[src/sss_pkg.sv]
// Package for the seven-segment serial frame sender.
// Holds widths, command bytes, opcodes, phase codes, the result struct and the
// character-to-segment encoder. Depends on nothing.
package sss_pkg;

    localparam int DIGIT_COUNT = 4;
    localparam int CHAR_COUNT  = 4;
    localparam int CHAR_W      = 8;
    localparam int SEG_W       = 8;
    localparam int WAIT_W      = 8;
    localparam int BRIGHT_W    = 3;
    localparam int CFG_IDX_W   = 1;
    localparam int CFG_DATA_W  = 8;
    localparam int BIT_CNT_W   = 3;
    localparam int BYTE_IDX_W  = $clog2(DIGIT_COUNT + 3);
    localparam int DIGIT_IDX_W = (DIGIT_COUNT > 1) ? $clog2(DIGIT_COUNT) : 1;

    // last frame byte index: the display-on command
    localparam logic [BYTE_IDX_W-1:0] LAST_BYTE_IDX = BYTE_IDX_W'(DIGIT_COUNT + 2);
    localparam logic [BYTE_IDX_W-1:0] FIRST_DIGIT_IDX = BYTE_IDX_W'(2);

    localparam logic [SEG_W-1:0]  CMD_DATA_SET   = 8'h40;
    localparam logic [SEG_W-1:0]  CMD_ADDR_SET   = 8'hC0;
    localparam logic [SEG_W-1:0]  CMD_DISPLAY_ON = 8'h88;
    localparam logic [WAIT_W-1:0] WAIT_RESET     = 8'd20;
    localparam logic [BRIGHT_W-1:0] BRIGHT_RESET = 3'd2;

    typedef enum logic {
        OP_TICK = 1'b0,
        OP_LOAD = 1'b1
    } sss_op_t;

    typedef enum logic [CFG_IDX_W-1:0] {
        CFG_WAIT_TICKS = 1'b0,
        CFG_BRIGHTNESS = 1'b1
    } sss_cfg_idx_t;

    typedef enum logic [4:0] {
        PH_IDLE   = 5'd0,
        PH_S_DHI  = 5'd1,
        PH_S_CHI  = 5'd2,
        PH_S_DLO  = 5'd3,
        PH_S_CLO  = 5'd4,
        PH_B_CLO  = 5'd5,
        PH_B_DAT  = 5'd6,
        PH_B_W1   = 5'd7,
        PH_B_CHI  = 5'd8,
        PH_B_W2   = 5'd9,
        PH_A_CLO  = 5'd10,
        PH_A_REL  = 5'd11,
        PH_A_CHI  = 5'd12,
        PH_A_W    = 5'd13,
        PH_A_CEND = 5'd14,
        PH_P_CLO  = 5'd15,
        PH_P_DLO  = 5'd16,
        PH_P_CHI  = 5'd17,
        PH_P_DHI  = 5'd18
    } sss_phase_t;

    typedef struct packed {
        logic clock_line;
        logic data_line;
        logic busy_res;
        logic load_accepted;
        logic frame_done;
    } sss_res_t;

    function automatic logic [SEG_W-1:0] sss_encode(input logic [CHAR_W-1:0] ch);
        logic [SEG_W-1:0] seg;
        seg = '0;
        case (ch)
            8'h30:   seg = 8'h3F;
            8'h31:   seg = 8'h06;
            8'h32:   seg = 8'h5B;
            8'h33:   seg = 8'h4F;
            8'h34:   seg = 8'h66;
            8'h35:   seg = 8'h6D;
            8'h36:   seg = 8'h7D;
            8'h37:   seg = 8'h07;
            8'h38:   seg = 8'h7F;
            8'h39:   seg = 8'h6F;
            8'h43:   seg = 8'h39;  // 'C'
            8'h4C:   seg = 8'h38;  // 'L'
            8'h4A:   seg = 8'h1E;  // 'J'
            8'h74:   seg = 8'h78;  // 't'
            default: seg = '0;
        endcase
        return seg;
    endfunction

endpackage

[src/sss_ifs.sv]
// Valid/ready channel interfaces for the serial frame sender.
// Depends on sss_pkg for field widths and the opcode type.
interface sss_cmd_if;
    logic                    valid;
    logic                    ready;
    sss_pkg::sss_op_t        opcode;
    logic [sss_pkg::CHAR_W-1:0] char_0;
    logic [sss_pkg::CHAR_W-1:0] char_1;
    logic [sss_pkg::CHAR_W-1:0] char_2;
    logic [sss_pkg::CHAR_W-1:0] char_3;

    modport source (output valid, opcode, char_0, char_1, char_2, char_3, input ready);
    modport sink   (input valid, opcode, char_0, char_1, char_2, char_3, output ready);
endinterface

interface sss_res_if;
    logic valid;
    logic ready;
    logic clock_line;
    logic data_line;
    logic busy_res;
    logic load_accepted;
    logic frame_done;

    modport source (output valid, clock_line, data_line, busy_res, load_accepted, frame_done,
                    input ready);
    modport sink   (input valid, clock_line, data_line, busy_res, load_accepted, frame_done,
                    output ready);
endinterface

[src/seven_segment_serial_frame_sender.sv]
// The result of an accepted item is registered in the output register.
// Throughput: one item per cycle; the input is stalled only while a result waits untaken.
// Each item is worked in one pass through the sequencer step logic.
// Reset (rst_n low, asynchronous): idle, both bus lines high, wait_ticks 20, brightness 2.
// The segment store has no reset; a frame starts only after a load fills it.
// Depends on sss_pkg, sss_ifs, sss_seq, sss_out_stage.
module seven_segment_serial_frame_sender (
    input  logic                           clk,
    input  logic                           rst_n,
    sss_cmd_if.sink                        cmd,
    sss_res_if.source                      res,
    input  logic                           cfg_we,
    input  logic [sss_pkg::CFG_IDX_W-1:0]  cfg_index,
    input  logic [sss_pkg::CFG_DATA_W-1:0] cfg_data
);
    import sss_pkg::*;

    logic              fire;
    logic              can_take;
    logic [CHAR_W-1:0] chars [CHAR_COUNT];
    sss_res_t          step_res;

    // accept whenever the result register can take the item this step produces
    assign cmd.ready = can_take;
    assign fire      = cmd.valid && can_take;

    // gather the character fields, leftmost first
    assign chars[0] = cmd.char_0;
    assign chars[1] = cmd.char_1;
    assign chars[2] = cmd.char_2;
    assign chars[3] = cmd.char_3;

    // step the frame state machine once per accepted item
    sss_seq u_seq (
        .clk       (clk),
        .rst_n     (rst_n),
        .fire      (fire),
        .opcode    (cmd.opcode),
        .chars     (chars),
        .cfg_we    (cfg_we),
        .cfg_index (cfg_index),
        .cfg_data  (cfg_data),
        .res       (step_res)
    );

    // hold the result item until the sink takes it
    sss_out_stage u_out (
        .clk      (clk),
        .rst_n    (rst_n),
        .load     (fire),
        .res_in   (step_res),
        .can_take (can_take),
        .res      (res)
    );

endmodule

[src/sss_seq.sv]
// Frame sequencer: configuration registers, segment store and pin-action state machine.
// One accepted item advances the state by one step. Depends on sss_pkg.
module sss_seq (
    input  logic                           clk,
    input  logic                           rst_n,
    input  logic                           fire,
    input  sss_pkg::sss_op_t               opcode,
    input  logic [sss_pkg::CHAR_W-1:0]     chars [sss_pkg::CHAR_COUNT],
    input  logic                           cfg_we,
    input  logic [sss_pkg::CFG_IDX_W-1:0]  cfg_index,
    input  logic [sss_pkg::CFG_DATA_W-1:0] cfg_data,
    output sss_pkg::sss_res_t              res
);
    import sss_pkg::*;

    logic [WAIT_W-1:0]     wait_ticks_reg;
    logic [BRIGHT_W-1:0]   brightness_reg;
    logic [SEG_W-1:0]      seg_reg [DIGIT_COUNT];

    sss_phase_t            phase_reg, phase_next;
    logic [BYTE_IDX_W-1:0] byte_idx_reg, byte_idx_next;
    logic [SEG_W-1:0]      shift_reg, shift_next;
    logic [BIT_CNT_W-1:0]  bit_cnt_reg, bit_cnt_next;
    logic [WAIT_W-1:0]     wait_cnt_reg, wait_cnt_next;
    logic                  clk_lvl_reg, clk_lvl_next;
    logic                  dat_lvl_reg, dat_lvl_next;

    logic                  load_go;
    logic                  done;
    logic [WAIT_W-1:0]     eff_wait;
    logic [BYTE_IDX_W-1:0] sel_idx;
    logic [BYTE_IDX_W-1:0] digit_off;
    logic [SEG_W-1:0]      frame_byte;
    logic                  wait_last;

    always_ff @(posedge clk or negedge rst_n)
    begin
        if (!rst_n)
        begin
            wait_ticks_reg <= WAIT_RESET;
            brightness_reg <= BRIGHT_RESET;
        end
        else if (cfg_we)
        begin
            if (cfg_index == CFG_WAIT_TICKS)
                wait_ticks_reg <= cfg_data[WAIT_W-1:0];
            else
                brightness_reg <= cfg_data[BRIGHT_W-1:0];
        end
    end

    assign load_go   = fire && (opcode == OP_LOAD) && (phase_reg == PH_IDLE);
    assign eff_wait  = (wait_ticks_reg == '0) ? WAIT_W'(1) : wait_ticks_reg;
    assign wait_last = (wait_cnt_reg <= WAIT_W'(1));

    // one read port on the segment store: the byte loaded at the end of an
    // acknowledge is the following one
    assign sel_idx   = (phase_reg == PH_A_CEND) ? byte_idx_reg + BYTE_IDX_W'(1) : byte_idx_reg;
    assign digit_off = sel_idx - FIRST_DIGIT_IDX;

    always_comb
    begin
        if (sel_idx == '0)
            frame_byte = CMD_DATA_SET;
        else if (sel_idx == BYTE_IDX_W'(1))
            frame_byte = CMD_ADDR_SET;
        else if (sel_idx >= FIRST_DIGIT_IDX && sel_idx < LAST_BYTE_IDX)
            frame_byte = seg_reg[digit_off[DIGIT_IDX_W-1:0]];
        else
            frame_byte = CMD_DISPLAY_ON | SEG_W'(brightness_reg);
    end

    always_ff @(posedge clk)
    begin
        if (load_go)
        begin
            for (int i = 0; i < DIGIT_COUNT; i++)
                seg_reg[i] <= (i < CHAR_COUNT) ? sss_encode(chars[i]) : '0;
        end
    end

    always_comb
    begin
        phase_next    = phase_reg;
        byte_idx_next = byte_idx_reg;
        shift_next    = shift_reg;
        bit_cnt_next  = bit_cnt_reg;
        wait_cnt_next = wait_cnt_reg;
        clk_lvl_next  = clk_lvl_reg;
        dat_lvl_next  = dat_lvl_reg;
        done          = 1'b0;

        if (opcode == OP_LOAD)
        begin
            if (phase_reg == PH_IDLE)
            begin
                byte_idx_next = '0;
                bit_cnt_next  = '0;
                wait_cnt_next = '0;
                shift_next    = '0;
                phase_next    = PH_S_DHI;
            end
        end
        else
        begin
            unique case (phase_reg)
                PH_IDLE: ;
                PH_S_DHI:
                begin
                    dat_lvl_next = 1'b1;
                    phase_next   = PH_S_CHI;
                end
                PH_S_CHI:
                begin
                    clk_lvl_next = 1'b1;
                    phase_next   = PH_S_DLO;
                end
                PH_S_DLO:
                begin
                    dat_lvl_next = 1'b0;
                    phase_next   = PH_S_CLO;
                end
                PH_S_CLO:
                begin
                    clk_lvl_next = 1'b0;
                    shift_next   = frame_byte;
                    bit_cnt_next = '0;
                    phase_next   = PH_B_CLO;
                end
                PH_B_CLO:
                begin
                    clk_lvl_next = 1'b0;
                    phase_next   = PH_B_DAT;
                end
                PH_B_DAT:
                begin
                    dat_lvl_next  = shift_reg[0];
                    wait_cnt_next = eff_wait;
                    phase_next    = PH_B_W1;
                end
                PH_B_W1:
                begin
                    if (wait_last)
                    begin
                        wait_cnt_next = '0;
                        phase_next    = PH_B_CHI;
                    end
                    else
                        wait_cnt_next = wait_cnt_reg - WAIT_W'(1);
                end
                PH_B_CHI:
                begin
                    clk_lvl_next  = 1'b1;
                    wait_cnt_next = eff_wait;
                    phase_next    = PH_B_W2;
                end
                PH_B_W2:
                begin
                    if (wait_last)
                    begin
                        wait_cnt_next = '0;
                        if (bit_cnt_reg == '1)
                        begin
                            bit_cnt_next = '0;
                            phase_next   = PH_A_CLO;
                        end
                        else
                        begin
                            bit_cnt_next = bit_cnt_reg + BIT_CNT_W'(1);
                            shift_next   = shift_reg >> 1;
                            phase_next   = PH_B_CLO;
                        end
                    end
                    else
                        wait_cnt_next = wait_cnt_reg - WAIT_W'(1);
                end
                PH_A_CLO:
                begin
                    clk_lvl_next = 1'b0;
                    phase_next   = PH_A_REL;
                end
                PH_A_REL:
                begin
                    dat_lvl_next = 1'b1;
                    phase_next   = PH_A_CHI;
                end
                PH_A_CHI:
                begin
                    clk_lvl_next  = 1'b1;
                    wait_cnt_next = eff_wait;
                    phase_next    = PH_A_W;
                end
                PH_A_W:
                begin
                    if (wait_last)
                    begin
                        wait_cnt_next = '0;
                        phase_next    = PH_A_CEND;
                    end
                    else
                        wait_cnt_next = wait_cnt_reg - WAIT_W'(1);
                end
                PH_A_CEND:
                begin
                    clk_lvl_next = 1'b0;
                    // the address command and every digit but the last chain on
                    if (byte_idx_reg >= BYTE_IDX_W'(1) && byte_idx_reg <= BYTE_IDX_W'(DIGIT_COUNT))
                    begin
                        byte_idx_next = sel_idx;
                        shift_next    = frame_byte;
                        bit_cnt_next  = '0;
                        phase_next    = PH_B_CLO;
                    end
                    else
                        phase_next = PH_P_CLO;
                end
                PH_P_CLO:
                begin
                    clk_lvl_next = 1'b0;
                    phase_next   = PH_P_DLO;
                end
                PH_P_DLO:
                begin
                    dat_lvl_next = 1'b0;
                    phase_next   = PH_P_CHI;
                end
                PH_P_CHI:
                begin
                    clk_lvl_next = 1'b1;
                    phase_next   = PH_P_DHI;
                end
                PH_P_DHI:
                begin
                    dat_lvl_next = 1'b1;
                    if (byte_idx_reg >= LAST_BYTE_IDX)
                    begin
                        byte_idx_next = '0;
                        phase_next    = PH_IDLE;
                        done          = 1'b1;
                    end
                    else
                    begin
                        byte_idx_next = byte_idx_reg + BYTE_IDX_W'(1);
                        phase_next    = PH_S_DHI;
                    end
                end
                default: phase_next = PH_IDLE;
            endcase
        end
    end

    always_ff @(posedge clk or negedge rst_n)
    begin
        if (!rst_n)
        begin
            phase_reg    <= PH_IDLE;
            byte_idx_reg <= '0;
            shift_reg    <= '0;
            bit_cnt_reg  <= '0;
            wait_cnt_reg <= '0;
            clk_lvl_reg  <= 1'b1;
            dat_lvl_reg  <= 1'b1;
        end
        else if (fire)
        begin
            phase_reg    <= phase_next;
            byte_idx_reg <= byte_idx_next;
            shift_reg    <= shift_next;
            bit_cnt_reg  <= bit_cnt_next;
            wait_cnt_reg <= wait_cnt_next;
            clk_lvl_reg  <= clk_lvl_next;
            dat_lvl_reg  <= dat_lvl_next;
        end
    end

    always_comb
    begin
        res.clock_line    = clk_lvl_next;
        res.data_line     = dat_lvl_next;
        res.busy_res      = (phase_next != PH_IDLE);
        res.load_accepted = load_go;
        res.frame_done    = done;
    end

`ifndef SYNTH
    a_load_starts: assert property (@(posedge clk) disable iff (!rst_n)
        load_go |=> (phase_reg == PH_S_DHI && byte_idx_reg == '0))
        else $error("accepted load did not start a frame");

    a_bit_cnt_phase: assert property (@(posedge clk) disable iff (!rst_n)
        (bit_cnt_reg != '0) |-> (phase_reg == PH_B_CLO || phase_reg == PH_B_DAT ||
                                 phase_reg == PH_B_W1 || phase_reg == PH_B_CHI ||
                                 phase_reg == PH_B_W2))
        else $error("bit count held outside a byte");

    a_wait_cnt_phase: assert property (@(posedge clk) disable iff (!rst_n)
        (wait_cnt_reg != '0) |-> (phase_reg == PH_B_W1 || phase_reg == PH_B_W2 ||
                                  phase_reg == PH_A_W))
        else $error("wait count held outside a wait");

    a_byte_idx_range: assert property (@(posedge clk) disable iff (!rst_n)
        byte_idx_reg <= LAST_BYTE_IDX)
        else $error("byte index beyond the frame");

    a_done_idle: assert property (@(posedge clk) disable iff (!rst_n)
        (fire && done) |=> (phase_reg == PH_IDLE && clk_lvl_reg && dat_lvl_reg))
        else $error("frame ended with the bus not released");
`endif

endmodule

[src/sss_out_stage.sv]
// Result register between the sequencer and the result channel.
// Takes a new item whenever empty or being drained. Depends on sss_pkg, sss_ifs.
module sss_out_stage (
    input  logic              clk,
    input  logic              rst_n,
    input  logic              load,
    input  sss_pkg::sss_res_t res_in,
    output logic              can_take,
    sss_res_if.source         res
);
    import sss_pkg::*;

    logic     valid_reg;
    sss_res_t data_reg;

    assign can_take = !valid_reg || res.ready;

    always_ff @(posedge clk or negedge rst_n)
    begin
        if (!rst_n)
            valid_reg <= 1'b0;
        else if (can_take)
            valid_reg <= load;
    end

    always_ff @(posedge clk)
    begin
        if (load && can_take)
            data_reg <= res_in;
    end

    assign res.valid         = valid_reg;
    assign res.clock_line    = data_reg.clock_line;
    assign res.data_line     = data_reg.data_line;
    assign res.busy_res      = data_reg.busy_res;
    assign res.load_accepted = data_reg.load_accepted;
    assign res.frame_done    = data_reg.frame_done;

endmodule
[src/flat_wrapper.sv]
// flat-port wrapper written by rule: the top's interface ports become plain ports
module seven_segment_serial_frame_sender_flat import sss_pkg::*;
  (clk, rst_n, cfg_we, cfg_index, cfg_data, cmd_valid, cmd_opcode, cmd_char_0, cmd_char_1, cmd_char_2, cmd_char_3, cmd_ready, res_valid, res_clock_line, res_data_line, res_busy_res, res_load_accepted, res_frame_done, res_ready);
  sss_cmd_if cmd_i ();
  sss_res_if res_i ();
  input  logic clk;
  input  logic rst_n;
  input  logic cfg_we;
  input  logic [sss_pkg::CFG_IDX_W-1:0] cfg_index;
  input  logic [sss_pkg::CFG_DATA_W-1:0] cfg_data;
  input wire logic [$bits(cmd_i.valid)-1:0] cmd_valid;
  input wire logic [$bits(cmd_i.opcode)-1:0] cmd_opcode;
  input wire logic [$bits(cmd_i.char_0)-1:0] cmd_char_0;
  input wire logic [$bits(cmd_i.char_1)-1:0] cmd_char_1;
  input wire logic [$bits(cmd_i.char_2)-1:0] cmd_char_2;
  input wire logic [$bits(cmd_i.char_3)-1:0] cmd_char_3;
  output wire logic [$bits(cmd_i.ready)-1:0] cmd_ready;
  output wire logic [$bits(res_i.valid)-1:0] res_valid;
  output wire logic [$bits(res_i.clock_line)-1:0] res_clock_line;
  output wire logic [$bits(res_i.data_line)-1:0] res_data_line;
  output wire logic [$bits(res_i.busy_res)-1:0] res_busy_res;
  output wire logic [$bits(res_i.load_accepted)-1:0] res_load_accepted;
  output wire logic [$bits(res_i.frame_done)-1:0] res_frame_done;
  input wire logic [$bits(res_i.ready)-1:0] res_ready;
  assign cmd_i.valid = cmd_valid;
  assign cmd_i.opcode = cmd_opcode;
  assign cmd_i.char_0 = cmd_char_0;
  assign cmd_i.char_1 = cmd_char_1;
  assign cmd_i.char_2 = cmd_char_2;
  assign cmd_i.char_3 = cmd_char_3;
  assign cmd_ready = cmd_i.ready;
  assign res_valid = res_i.valid;
  assign res_clock_line = res_i.clock_line;
  assign res_data_line = res_i.data_line;
  assign res_busy_res = res_i.busy_res;
  assign res_load_accepted = res_i.load_accepted;
  assign res_frame_done = res_i.frame_done;
  assign res_i.ready = res_ready;
  seven_segment_serial_frame_sender u_core (.clk(clk), .rst_n(rst_n), .cmd(cmd_i), .res(res_i), .cfg_we(cfg_we), .cfg_index(cfg_index), .cfg_data(cfg_data));
endmodule
[config.mk]
export PLATFORM = sky130hd
export DESIGN_NAME = seven_segment_serial_frame_sender_flat
export DESIGN_NICKNAME = d
export VERILOG_FILES = /design/src/sss_pkg.sv /design/src/sss_ifs.sv /design/src/seven_segment_serial_frame_sender.sv /design/src/sss_seq.sv /design/src/sss_out_stage.sv /design/src/flat_wrapper.sv
export SDC_FILE = /design/constraint.sdc
export NUM_CORES = 1
export LEC_CHECK = 0
export BUFFER_PORTS_ARGS = -buffer_cell sky130_fd_sc_hd__buf_2
export CAP_MARGIN = 20
export CORE_MARGIN = 5
export CORE_UTILIZATION = 55
export DETAILED_ROUTE_END_ITERATION = 6
export PLACE_DENSITY = 0.87
export SLEW_MARGIN = 10
export SYNTH_ARGS = -nofsm -noshare
export SYNTH_HDL_FRONTEND = slang
export SYNTH_HIERARCHICAL = 1
export SYNTH_SLANG_ARGS = --single-unit
[constraint.sdc]
create_clock -name clk -period 3.3 [get_ports clk]
set_input_delay 0 -clock clk [delete_from_list [all_inputs] [get_ports clk]]
set_output_delay 0 -clock clk [all_outputs]
set_load 0.05 [all_outputs]
==> results_dict.tcl, run 1 <==
set metrics [dict create \
    status "completed" \
    ys_top_cells_by_area "edfxtp_1 (18%), dfrtp_1 (16%), a21oi_1 (4.3%)" \
    cellPowerDensity_nw_per_um2 515 \
    synth_top_family_by_area "compound AO/OA/AOI/OAI gates" \
    regToRegStartpoint "u_core/u_seq/phase_reg[2]" \
    start_util_pct 56.5 \
    grt_use_total_pct 21.9 \
    synth_edf_count 33 \
    cts_root_buffer "clkbuf_8" \
    pin_count 54 \
    drtPass1Iterations 5 \
    async_flop_share_pct 55.4 \
    hp-start "cmd_char_0[6]" \
    nets 731 \
    p_leak_nw 2.34 \
    numCtsBuffers 9 \
    synthSimpleGateAreaFrac_pct 22.8 \
    cap_violations 0 \
    chipHeight_um 110 \
    holdWs_ns 0.0494 \
    clkLatencyLatePin_ns 0.36 \
    worstPathArrival_ns 2.96 \
    syn_avg_cell_area_sq_um 8.66 \
    startpoint_type "flip-flop" \
    grt_max_degree 42 \
    crit_fanout 13 \
    fin_util_pct 62.5 \
    antenna_found_initial 0 \
    max_freq_ghz 0.370 \
    avgViaCountPerCell 6.47 \
    crit_path_end_kind "flip-flop" \
    r2r_slack_ns 0.59 \
    grt_overflow 0 \
    syn_inst 640 \
    syn_to_final_growth_pct 10.7 \
    ant_nets 0 \
    wl_per_cell_um 16.6 \
    core_area_sq_um 9820 \
    hold_depth 3 \
    netlist.area_leader.share_pct 17.9 \
    skew_ns 0.0112 \
    vdd_drop_max_mv 0.232 \
    tns_ns 0 \
    grt_pass1_wl_um 22800 \
    clk_pin_slew_ns 0.08 \
    dp_hpwl_um 9690 \
    finalSetupViolations 0 \
    yosysTopAreaCell "edfxtp_1" \
    drtIter0Drc 573 \
    synth_cell_type_count 72 \
    seq_area_sq_um 2020 \
    ys.flop_type "dfrtp_1" \
    syn_nets 694 \
    ys_warn_count 6 \
    cts_tree "done" \
    drc 0 \
    synth_fa_ha_area_share_pct 1.58 \
    fin_crit_sh_pct 82.0 \
    post-route-min-period_ns 2.71 \
    postCtsSetupRepairBufs 0 \
    hold_class "primary input to flip-flop" \
    rsz0062_at_grt "false" \
    cts_num_sinks 74 \
    clockBufferDepth 2 \
    synth_area_sq_um 5540 \
    synth_seq_cells 74 \
    die_area_sq_um 12200 \
    startpoint "u_core/u_seq/phase_reg[2]" \
    synth-compound-area-share_pct 25.1 \
    die_w_um 110 \
    vias 5272 \
    drive_above_1_share_pct 18.0 \
    multi_input_area_sq_um 3240 \
    worst-setup-path-type "flip-flop to flip-flop" \
    synthMuxAreaShare_pct 7.00 \
    antennaDiodeCount 0 \
    hold_viol_final 0 \
    synth_seq_area_share_pct 36.5 \
    fillCellCount 868 \
    slew_violations 0 \
    finalWeightedCongestion 0.973 \
    largest_reg_flops 28 \
    grt_pass1_vias 4925 \
    cts_resized 0 \
    tightest_slew_ns 0.964 \
    max-slew-margin-rel_pct 35.2 \
    rows 36 \
    worstPathRequired_ns 3.55 \
    synth-xor-area-share_pct 2.03 \
    wirelength_um 13500 \
    numPortBuffers 53 \
    ff2ff_path_depth 6 \
    h-tree-depth 3 \
]
==> cell usage after synthesis, types with 10 or more instances <==
library cell	n
o31ai_1	10
clkbuf_1	34
mux2_2	18
nand2b_1	19
a21oi_1	48
edfxtp_1	33
nor3_1	17
nand3_1	12
a22o_1	15
o21ai_0	46
nor2_1	64
nor2b_1	11
inv_1	17
a22oi_1	13
nand2_1	58
o32ai_1	10
dfrtp_1	36
o22ai_1	14
==> layout by cell type (no fill, tap or decap), drive strengths merged, types with 12 or more instances in the layout <==
cell type	n
nor2	64
o22ai	14
nand3	12
inv	18
a21oi	48
a22oi	13
nand2b	20
a22o	15
nand2	58
mux2	18
buf	64
o21ai	47
nor3	21
dfrtp	36
edfxtp	33
==> power breakdown <==
group	switching (mW)	internal (mW)
Sequential	0.149	1.11
Combinational	0.708	0.488
Clock	0.355	0.351
Total	1.21	1.95
==> critical path, cell delays in order (launching register included) <==
cell and delay, ns:
dfrtp_1 0.55, and4bb_1 0.54, and2_1 0.53, xnor2_2 0.24, mux4_2 0.57, nand4_1 0.11
nand2_1 0.06
==> per-stage QoR <==
step	area, sq um	power, mW	setup WS [ns]	instances
5_1_grt	6140	3.36	0.413	815
3_5_place_dp	5840	2.43	0.656	789
3_3_place_gp	5840	2.38	0.803	789
2_1_floorplan	5540	2.17	0.608	640
4_1_cts	6140	3.15	0.639	815
6_report	6140	3.16	0.594	815
==> what timing repair did <==
action,in CTS,in global routing
endpoints found under the hold margin,48,0
setup endpoints to repair,0,0
hold buffers,10,0
==> layer usage <==
layer,vias to the layer above,track usage (%),wire (um)
li1,2493,-,-
met1,2519,28.1,5580
met2,224,37.5,6830
met3,36,2.63,772
met4,0,9.03,369
met5,-,0,0
==> worst paths after layout <==
check	to
min reg2reg	u_core/u_seq/shift_reg[7]
max in group asynchronous	u_core/u_seq/brightness_reg[2]
min	u_core/u_seq/seg_reg[0][4]
min in group asynchronous	u_core/u_seq/phase_reg[3]
max	u_core/u_seq/shift_reg[5]
max reg2reg	u_core/u_seq/shift_reg[5]
==> area by class of cell <==
cell class	count	area share [%]
clock buffer	10	2.08
clock inverter	6	1.08
inverter	17	1.04
multi-input combinational	501	52.8
sequential	74	33.0
tap	133	2.71
timing repair buffer	74	7.30
==> cell families (layout without fill, tap and decap cells) <==
kind of cell | Yosys count | in the layout
and+or+nand+nor | 242 | 242
AOI/OAI and AO/OA | 211 | 211
DFF | 74 | 74
buffers and inverters | 65 | 107
muxes | 29 | 29
xor gates and xnor gates | 12 | 12
adders and majority gates | 7 | 7
Power figures use the tool's default switching activity.
==> inputs of run 2 (changes only) <==
--- a/config.mk
+++ b/config.mk
@@ -10,7 +10,7 @@
 export CORE_MARGIN = 5
 export CORE_UTILIZATION = 55
 export DETAILED_ROUTE_END_ITERATION = 6
-export PLACE_DENSITY = 0.87
+export PLACE_DENSITY = 0.9
 export SLEW_MARGIN = 10
 export SYNTH_ARGS = -nofsm -noshare
 export SYNTH_HDL_FRONTEND = slang
==> constraint.sdc (replaced) <==
create_clock -name clk -period 2.2 [get_ports clk]
set_input_delay 0 -clock clk [delete_from_list [all_inputs] [get_ports clk]]
set_output_delay 0 -clock clk [all_outputs]
set_load 0.05 [all_outputs]
==> results_dict.tcl, run 2 (synthesis gave the netlist of run 1 again) <==
set metrics [dict create \
    drive_above_1_share_pct 28.1 \
    ant_nets 0 \
    fin_area_sq_um 6700 \
    clkLatencyLatePin_ns 0.36 \
    finalSetupViolations 6 \
    grt_pass1_wl_um 24800 \
    startpoint "u_core/u_seq/wait_cnt_reg[7]" \
    wirelength_um 15500 \
    grt_use_total_pct 24.1 \
    final_common_cell "nor2_1" \
    antenna_found_initial 1 \
    die_area_sq_um 12200 \
    cts_tree "done" \
    die_w_um 110 \
    fin_crit_sh_pct 102 \
    numPortBuffers 53 \
    core_area_sq_um 9820 \
    skew_ns 0.0158 \
    hold_class "primary input to flip-flop" \
    cts_root_buffer "clkbuf_8" \
    largest_reg_flops 28 \
    syn_to_final_growth_pct 20.8 \
    cellPowerDensity_nw_per_um2 794 \
    wl_per_cell_um 17.8 \
    pwr-share-clk_pct 20.6 \
    dp_hpwl_um 10600 \
    worstPathRequired_ns 2.44 \
    drc 0 \
    cap_violations 0 \
    max-slew-margin-rel_pct 39.9 \
    pwr-share-seq_pct 35.0 \
    regToRegStartpoint "u_core/u_seq/wait_cnt_reg[7]" \
    grt_max_degree 30 \
    drtPass1Iterations 5 \
    fin_util_pct 68.2 \
    crit_fanout 8 \
    finalWeightedCongestion 0.929 \
    slew_violations 0 \
    worstPathArrival_ns 2.50 \
    vias 5582 \
    rsz0062_at_grt "true" \
    final_cell_mix "nor2_1 (61), buf_4 (59), nand2_1 (57)" \
    ff2ff_path_depth 8 \
    p_sw_mw 2.08 \
    crit_path_end_kind "flip-flop" \
    start_util_pct 56.5 \
    post-route-min-period_ns 2.25 \
    clockBufferDepth 2 \
    setup_slack_ns -0.0534 \
    p_int_mw 3.24 \
    cts_num_sinks 74 \
    worst-setup-path-type "flip-flop to flip-flop" \
    startpoint_type "flip-flop" \
    p_leak_nw 2.64 \
    clk_pin_slew_ns 0.10 \
    comb_power_share_pct 44.4 \
    avgViaCountPerCell 6.43 \
    timing.rr.end "u_core/u_seq/shift_reg[3]" \
    violations "negative setup slack" \
    switching_share_pct 39.1 \
    status "finished, violations left" \
    max_freq_ghz 0.444 \
    vdd_drop_max_mv 0.365 \
    grt_pass1_vias 5348 \
    hold_viol_final 0 \
    drtIter0Drc 522 \
    pin_count 54 \
    rows 36 \
    chipHeight_um 110 \
    r2r_slack_ns -0.05 \
    min_to "u_core/u_seq/brightness_reg[2]" \
    postPlaceCellArea_sq_um 6210 \
    fillCellCount 744 \
    numCtsBuffers 9 \
    h-tree-depth 3 \
    holdWs_ns 0.0418 \
    nets 783 \
    hold_depth 3 \
    tightest_slew_ns 0.893 \
    hp-start "cfg_we" \
    grt_overflow 0 \
]
## run 2: power groups by stage
stage	Combinational (mW)	Clock [mW]	Sequential, mW
global route	2.54	1.18	1.88
floorplan	1.42	0	1.85
global placement	2.02	0	1.85
finish	2.36	1.09	1.86
detailed placement	2.07	0	1.86
CTS	2.14	1.10	1.84
## run 2: stage by stage
stage / setup TNS [ns] / std cells / setup WS [ns] / total power, mW
2_1_floorplan: -0.0744 / 640 / -0.0744 / 3.28
3_3_place_gp: 0 / 836 / 0.0190 / 3.86
3_5_place_dp: 0 / 836 / 0.00622 / 3.93
4_1_cts: -0.0156 / 862 / -0.0156 / 5.07
5_1_grt: -0.566 / 868 / -0.0921 / 5.60
6_report: -0.145 / 868 / -0.0534 / 5.32
## run 2: routing by layer
layer  vias up  share of wire [%]  GRT usage [%]
met5         -                  0              0
met2       291                 49           40.5
met3        69                6.9           4.21
li1       2591                  -              -
met1      2631                 40           29.2
met4         0                4.8           13.3
## run 2: what timing repair did
item	in CTS	in global routing
gates resized for setup	3	31
hold buffers	10	0
setup endpoints to repair	3	14
hold endpoints to repair	36	0
cloned	0	0
buffers inserted	0	5
pin swaps	2	16
## run 2: worst max path at each step
stage	to	cells after the start
detailed placement	u_core/u_seq/shift_reg[1]	6
CTS	u_core/u_seq/shift_reg[1]	6
global placement	u_core/u_out/res.busy_res	6
global route	u_core/u_seq/shift_reg[3]	8
finish	u_core/u_seq/shift_reg[3]	8
floorplan	u_core/u_seq/shift_reg[2]	10
## run 2: critical path, stage by stage (launching register included)
cell and delay [ns]:
dfrtp_1 0.40, or3_4 0.42, buf_6 0.13, nor4_4 0.29, nor2_2 0.10, or3_4 0.36
buf_8 0.16, a22oi_2 0.19, o21ai_1 0.08
## run 2: final cells by class
class                   instances  area (sq um)  share of cell area (%)
diodes                          1          2.50                  0.0374
repair buffers                126           857                    12.8
flip-flops and latches         74          2030                    30.3
multi-input cells             501          3380                    50.4
clock inverters                 6          51.3                   0.766
well taps                     133           166                    2.49
inverters                      17          63.8                   0.953
clock buffers                  10           149                    2.22
